--- config.mk ---
export PLATFORM = sky130hd
export DESIGN_NAME = fnw_cell
export DESIGN_NICKNAME = d
export VERILOG_FILES = /design/src/fnw_pkg.sv /design/src/fnw_cell.sv
export SDC_FILE = /design/constraint.sdc
export NUM_CORES = 1
export LEC_CHECK = 0
export ABC_AREA = 1
export BUFFER_PORTS_ARGS = -buffer_cell sky130_fd_sc_hd__buf_2
export CORE_MARGIN = 8
export CORE_UTILIZATION = 40
export CTS_CLUSTER_DIAMETER = 100
export DETAILED_ROUTE_END_ITERATION = 8
export PLACE_DENSITY = 0.93
export SETUP_SLACK_MARGIN = 0.15
export SYNTH_ARGS = -nofsm -noshare
export SYNTH_HDL_FRONTEND = slang
export SYNTH_SLANG_ARGS = --single-unit
--- constraint.sdc ---
create_clock -name clk -period 3.9 [get_ports clk]
set_clock_uncertainty 0.05 [all_clocks]
set_input_delay 0.195 -clock clk [delete_from_list [all_inputs] [get_ports clk]]
set_output_delay 0.195 -clock clk [all_outputs]
set_load 0.1 [all_outputs]
--- src/fnw_pkg.sv ---
// Shared constants and types for the first-negative-in-window block.
// No dependencies; used by the cell, the top level and the checker.
`default_nettype none

package fnw_pkg;

  // Default sizes
  localparam int WINDOW_MAX_DEF  = 256;
  localparam int SAMPLE_BITS_DEF = 32;

  // Width of the window length configuration input
  localparam int CFG_BITS = 9;

  // Per-beat control broadcast to every cell
  typedef struct packed {
    logic advance;  // a sample beat is taken, shift the row
    logic clear;    // sequence restarts, drop every held negative
  } fnw_ctrl_t;

endpackage

`default_nettype wire

--- src/fnw_cell.sv ---
// One cell of the window row: holds the oldest negative seen over a window
// that grows by one each step from its start cell. Depends on fnw_pkg.
`default_nettype none

module fnw_cell #(
  parameter int SAMPLE_BITS = fnw_pkg::SAMPLE_BITS_DEF,
  parameter int IW          = 8,
  parameter int IDX         = 0
) (
  input  wire logic                   clk,
  input  wire logic                   rst_n,
  input  wire fnw_pkg::fnw_ctrl_t     ctrl,
  input  wire logic [IW-1:0]          start_idx,
  input  wire logic [SAMPLE_BITS-1:0] new_sample,
  input  wire logic                   left_found,
  input  wire logic [SAMPLE_BITS-1:0] left_value,
  output logic                        found_r,
  output logic [SAMPLE_BITS-1:0]      value_r,
  output logic                        cand_found,
  output logic [SAMPLE_BITS-1:0]      cand_value
);

  logic                   is_start;
  logic                   new_neg;
  logic                   found_nxt;
  logic [SAMPLE_BITS-1:0] value_nxt;

  assign is_start = (start_idx == IW'(IDX));
  assign new_neg  = new_sample[SAMPLE_BITS-1];

  // Older negative from the left wins, except in the start cell; otherwise the incoming sample
  always_comb begin
    if (!is_start && left_found) begin
      cand_found = 1'b1;
      cand_value = left_value;
    end else begin
      cand_found = new_neg;
      cand_value = new_sample;
    end
  end

  always_comb begin
    found_nxt = found_r;
    value_nxt = value_r;
    if (ctrl.clear) begin
      found_nxt = 1'b0;
    end else if (ctrl.advance) begin
      found_nxt = cand_found;
      value_nxt = cand_value;
    end
  end

  // Flag needs reset; value only matters while the flag is set
  always_ff @(posedge clk) begin
    if (!rst_n) begin
      found_r <= 1'b0;
    end else begin
      found_r <= found_nxt;
    end
  end

  always_ff @(posedge clk) begin
    value_r <= value_nxt;
  end

endmodule

`default_nettype wire

==> run_results.csv, run 1 <==
group,metric,value,unit
min_path,hold_depth,3,
sta,setup_viol,0,
clock_network,postCtsSetupBuffers,0,
place,dp_hpwl,4.03,mm
floorplan,die_area,6350,um2
layout,syn2layout_area_growth,50.9,%
setup_path,crit_type,"input pin to output pin",
sta,fin_crit,2.45,ns
logic_synthesis,netlist_instances,152,
setup_path,end_kind,"output pin",
place,gp_congestion,0.755,
clock_network,clock_latency,0.27,ns
floorplan,die_y,79.7,um
sta,tightest_slew,0.947,ns
min_path,worst_hold_path_type,"input pin to register",
route,wl,4.76,mm
setup_path,worst-path-max-fanout,34,
setup_path,start_kind,"input pin",
sta,maxSlewViolCount,0,
setup_path,r2r_setup_slack,3.11,ns
logic_synthesis,muxShareOfSynthArea,0,
global_routing,overflow,0,
min_path,hold_end,"value_r[16]$_DFFE_PP_",
floorplan,die_w,79.7,um
clock_network,cts_tree,"built",
global_routing,use_met1,0.124,
clock_network,cts.clk_slew.worst_paths,0.07,ns
layout,diodes,0,
min_path,hold_start,"new_sample[16]",
floorplan,num_io_pins,143,
global_routing,antenna_found_initial,0,
clock_network,cts_num_sinks,33,
logic_synthesis,synth_top_family_by_area,"compound AO/OA/AOI/OAI gates",
route,wl_per_cell,13.8,um
floorplan,fp.coreArea,3940,um2
logic_synthesis,synth_warnings,0,
global_routing,grt_max_degree,35,
clock_network,cts_buffer_depth,2,
logic_synthesis,synth_area_leaders,"edfxtp_1 59%, o21ai_2 15%, nand2_1 8.3%",
sta,fin_crit_sh,0.628,
sta,hold_viol,0,
clock_network,h-tree-depth,2,
sta,slew_headroom,0.366,
sta,fmax,408,MHz
logic_synthesis,synth-adder-area-share,0,
logic_synthesis,ys_seq_elements,33,
global_routing,grt_pass1_vias,1659,
floorplan,initial_utilization,0.411,
route,avgViaCountPerCell,4.46,
logic_synthesis,syn_area_per_cell,10.7,um2
flow_run,maxCapViolations,0,
global_routing,busiest_layer,"met2",
logic_synthesis,synth_top_area_cell,"edfxtp_1",
layout,fin_util,0.621,
setup_path,rr_worst_depth,4,
logic_synthesis,yosys.area_share.simple,0.105,
clock_network,cts_resized,0,
floorplan,row_count,23,
setup_path,cp_data_arrival_time,2.20,ns
clock_network,cts_root_buffer,"clkbuf_8",
setup_path,rr_startpoint,"found_r$_SDFFE_PP0P_",
route,ant_nets,0,
power_and_ir_drop,peakVddDrop,0.240,mV
layout,drive_above_1_share,0.608,
run_status,status,"finished clean",
layout,multi_input_area,455,um2
logic_synthesis,ys_seq_area_frac,0.605,
logic_synthesis,synthesis.nets,229,
logic_synthesis,synth-compound-area-share,0.167,
sta,rsz0062_at_grt,"false",
setup_path,reg2reg_to,"found_r$_SDFFE_PP0P_",
place,place_inst,338,
power_and_ir_drop,leakagePower,1.28,nW
route,drtIter0Drc,103,
global_routing,grtUsageTotal,0.147,
place,io_buffers,142,
power_and_ir_drop,p_per_area,494,nW/um2
route,drc,0,
global_routing,met2_usage,0.284,
layout,regArea,981,um2
logic_synthesis,ys_types,12,
layout,fin_cells,346,
logic_synthesis,synth_top_area_frac,0.593,
logic_synthesis,synth_xor_area_frac,0,
route,vias,1543,
route,drtPass1Iterations,4,
sta,tns,0,ns
clock_network,cts_buffers,5,
layout,fillers,343,
global_routing,grt_pass1_wl,7.36,mm
layout,nets,372,
clock_network,cts_hold_buf,0,
global_routing,grt_util_met3,0.0586,
logic_synthesis,synth_area,1620,um2
setup_path,cp.required,3.65,ns
==> metal layers <==
layer  routed length (um)  vias to the layer above  part of all wire
met5                    0                        -                 0
met4                   97                        0             0.020
met3                  480                        9              0.10
met2                 2610                       77              0.55
met1                 1580                      687              0.33
li1                     -                      770                 -
==> placed cells by master (no fill, tap or decap) <==
cell	synthesis	final
buf_2	0	142
nand2_1	36	36
inv_1	35	35
edfxtp_1	32	32
o21ai_2	28	27
nor2_1	6	5
o21ai_0	5	5
clkbuf_8	0	5
clkinv_2	0	2
o21ai_4	0	1
nor2_4	0	1
nand3_1	1	1
nor3b_1	1	1
clkinvlp_4	0	1
dfxtp_1	1	1
buf_12	0	1
==> kinds of logic (layout without fill, tap and decap cells) <==
logic type	after synthesis	in the layout
simple gates	44	44
buf+inv	42	186
compound gates	33	33
flops	33	33
==> registers in the layout, indices dropped and copies added (netlist names) <==
| signal | cells |
|---|---|
| value_r | 32 |
| found_r | 1 |
==> where the power goes <==
group | internal (mW) | switching [mW] | leakage, nW
logic | 0.0825 | 0.461 | 0.936
registers | 0.420 | 0.00563 | 0.303
clock network | 0.123 | 0.118 | 0.0439
total | 0.626 | 0.584 | 1.28
==> critical path, cell delays in order <==
cell	delay, ns
buf_2	0.10
nor2_1	0.10
nand2_1	0.09
o21ai_4	0.76
buf_12	0.29
nand2_1	0.06
o21ai_0	0.10
buf_2	0.48
==> worst max-delay path by stage <==
stage                 startpoint               endpoint  slack (ns)
finish              start_idx[4]          cand_value[1]        1.45
global route        start_idx[4]          cand_value[1]        1.26
CTS                 start_idx[4]          cand_value[1]        1.42
detailed placement  start_idx[4]         cand_value[10]        1.42
global placement    start_idx[4]          cand_value[0]        1.52
floorplan           start_idx[4]  value_r[29]$_DFFE_PP_        0.46
==> cell type report <==
class	count	share of cell area
Sequential cell	33	0.401
Tap cell	50	0.0256
Clock inverter	3	0.00716
Timing Repair Buffer	143	0.299
Multi-Input combinational cell	77	0.186
Clock buffer	5	0.0281
Inverter	35	0.0537
==> stage by stage <==
stage	hold WS (ns)	setup WS [ns]	total power [mW]	area [um2]
floorplan	0.297	0.455	0.883	1620
global placement	0.434	1.52	0.973	2360
detailed placement	0.440	1.42	0.981	2360
CTS	0.152	1.42	1.22	2450
global route	0.149	1.26	1.26	2450
finish	0.160	1.45	1.21	2450
==> Yosys cell counts (all sizes together) <==
| library cell | number |
|---|---|
| nand2 | 36 |
| inv | 35 |
| o21ai | 33 |
| edfxtp | 32 |
| nor2 | 6 |
| buf | 5 |
| clkbuf | 2 |
| dfxtp | 1 |
| nand3 | 1 |
| nor3b | 1 |
Power figures use the tool's default switching activity.
==> run 2, diff against run 1 <==
Settings changed: CORE_UTILIZATION 40 to 37, PLACE_DENSITY 0.93 to 0.88.
Clock period 3.9 ns to 2.5 ns, I/O delays scaled along.
==> run 2 against run 1 <==
Sequential share of layout area is 3.7 points lower; global-route usage is 1.2 points lower; clock power is 59% higher; die area is 6.5% higher; worst setup slack worse by 0.74 ns; critical path depth stayed put; sequential power is 56% higher; cell count is 1.2% higher; hold slack worse by 0.076 ns; combinational power is 70% higher.
==> run_results.csv, run 2 (synthesis results as in run 1) <==
group,metric,value,unit
route,drc,0,
global_routing,grtUsageTotal,0.134,
layout,diodes,0,
route,ant_nets,0,
run_status,status,"finished clean",
route,drtPass1Iterations,4,
layout,nets,374,
setup_path,start_kind,"input pin",
layout,syn2layout_area_growth,66.3,%
setup_path,cp.required,2.33,ns
clock_network,clock_latency,0.28,ns
setup_path,cp.depth,8,
setup_path,worstPathCellList,"buf_2 -> nor2_1 -> nand2_1 -> o21ai_4 -> buf_4 -> nand2_1 -> o21ai_2 -> buf_2",
power_and_ir_drop,leakagePower,1.37,nW
layout,largestRegisters,"value_r x32, found_r x1",
clock_network,postCtsSetupBuffers,0,
layout,drive_above_1_share,0.614,
global_routing,grt_pass1_vias,1509,
floorplan,row_count,24,
clock_network,cts_tree,"built",
global_routing,antenna_found_initial,0,
power_and_ir_drop,p_per_area,731,nW/um2
min_path,hold_depth,4,
place,gp_congestion,0.718,
sta,slew_headroom,0.617,
setup_path,r2r_setup_slack,1.74,ns
min_path,hold_end,"found_r$_SDFFE_PP0P_",
sta,tightest_slew,0.573,ns
global_routing,overflow,0,
clock_network,cts_resized,0,
setup_path,reg2reg_to,"found_r$_SDFFE_PP0P_",
clock_network,h-tree-depth,2,
sta,rsz0062_at_grt,"false",
place,dpl_cell_area,2610,um2
setup_path,rr_worst_depth,4,
setup_path,end_kind,"output pin",
power_and_ir_drop,peakVddDrop,0.298,mV
place,io_buffers,142,
place,place_ws,0.703,ns
route,avgViaCountPerCell,4.34,
sta,maxSlewViolCount,0,
clock_network,cts.clk_slew.worst_paths,0.06,ns
sta,tns,0,ns
min_path,hold_start,"ctrl[0]",
setup_path,worst_path_max_delay_cell,"buf_2",
setup_path,crit_type,"input pin to output pin",
layout,fin_util,0.628,
clock_network,cts_buffers,5,
floorplan,fp.coreArea,4290,um2
floorplan,num_io_pins,143,
route,drtIter0Drc,51,
sta,fin_crit,1.79,ns
sta,setup_viol,0,
layout,layout_commonest_cell,"buf_2",
route,wl,4.85,mm
clock_network,cts_hold_buf,0,
global_routing,grt_max_degree,35,
setup_path,worst-path-max-fanout,32,
sta,setup_ws,0.713,ns
sta,hold_viol,0,
layout,largest_register,"value_r",
global_routing,grt_pass1_wl,6.86,mm
setup_path,rr_startpoint,"found_r$_SDFFE_PP0P_",
sta,fin_hold_ws,0.0837,ns
place,dp_hpwl,4.14,mm
floorplan,die_w,82.2,um
power_and_ir_drop,finalPower,1.97,mW
min_path,worst_hold_path_type,"input pin to register",
sta,fin_crit_sh,0.715,
floorplan,die_area,6760,um2
place,place_inst,342,
route,wl_per_cell,13.9,um
setup_path,cp_data_arrival_time,1.61,ns
layout,largest_reg_flops,32,
setup_path,max_stage_delay,0.45,ns
floorplan,die_y,82.2,um
layout,postLayoutCellArea,2700,um2
clock_network,cts_buffer_depth,2,
floorplan,initial_utilization,0.378,
setup_path,crit_family,"buffers and inverters",
layout,fin_cells,350,
clock_network,cts_num_sinks,33,
sta,fmax,560,MHz
route,vias,1520,
layout,final_cell_mix,"126 x buf_2, 36 x nand2_1, 35 x inv_1",
flow_run,maxCapViolations,0,
clock_network,cts_root_buffer,"clkbuf_8",
setup_path,path_buf_inv,3,
## run 2: final cells by class
| cell class | count | area [um2] |
|---|---|---|
| Timing Repair Buffer | 145 | 973 |
| Clock inverter | 2 | 10.0 |
| Tap cell | 52 | 65.1 |
| Fill cell | 340 | 1600 |
| Inverter | 35 | 131 |
| Multi-Input combinational cell | 77 | 463 |
| Sequential cell | 33 | 981 |
| Clock buffer | 6 | 72.6 |
## run 2: power breakdown
part | switching [mW] | internal, mW
clock network | 0.190 | 0.193
registers | 0.00843 | 0.655
logic | 0.732 | 0.192
total | 0.930 | 1.04
## run 2: how the worst max path moves through the flow
stage | startpoint | to | slack (ns)
detailed placement | start_idx[1] | cand_value[4] | 0.70
global placement | start_idx[4] | cand_value[11] | 0.76
floorplan | start_idx[4] | value_r[29]$_DFFE_PP_ | 0.05
global route | start_idx[1] | cand_value[4] | 0.59
finish | start_idx[1] | cand_value[17] | 0.71
CTS | start_idx[1] | cand_value[4] | 0.70
## run 2: worst reg2reg max path: stages, from the launching register on
cell and delay (ns):
dfxtp_1 0.33, nor2_1 0.05, nor3b_1 0.17, nand2_1 0.07, inv_1 0.04
## run 2: routing by layer
| metal | track usage | vias up | part of all wire |
|---|---|---|---|
| met3 | 0.0519 | 8 | 0.12 |
| li1 | - | 773 | - |
| met2 | 0.248 | 72 | 0.55 |
| met5 | 0 | - | 0 |
| met1 | 0.128 | 667 | 0.31 |
| met4 | 0.0596 | 0 | 0.020 |
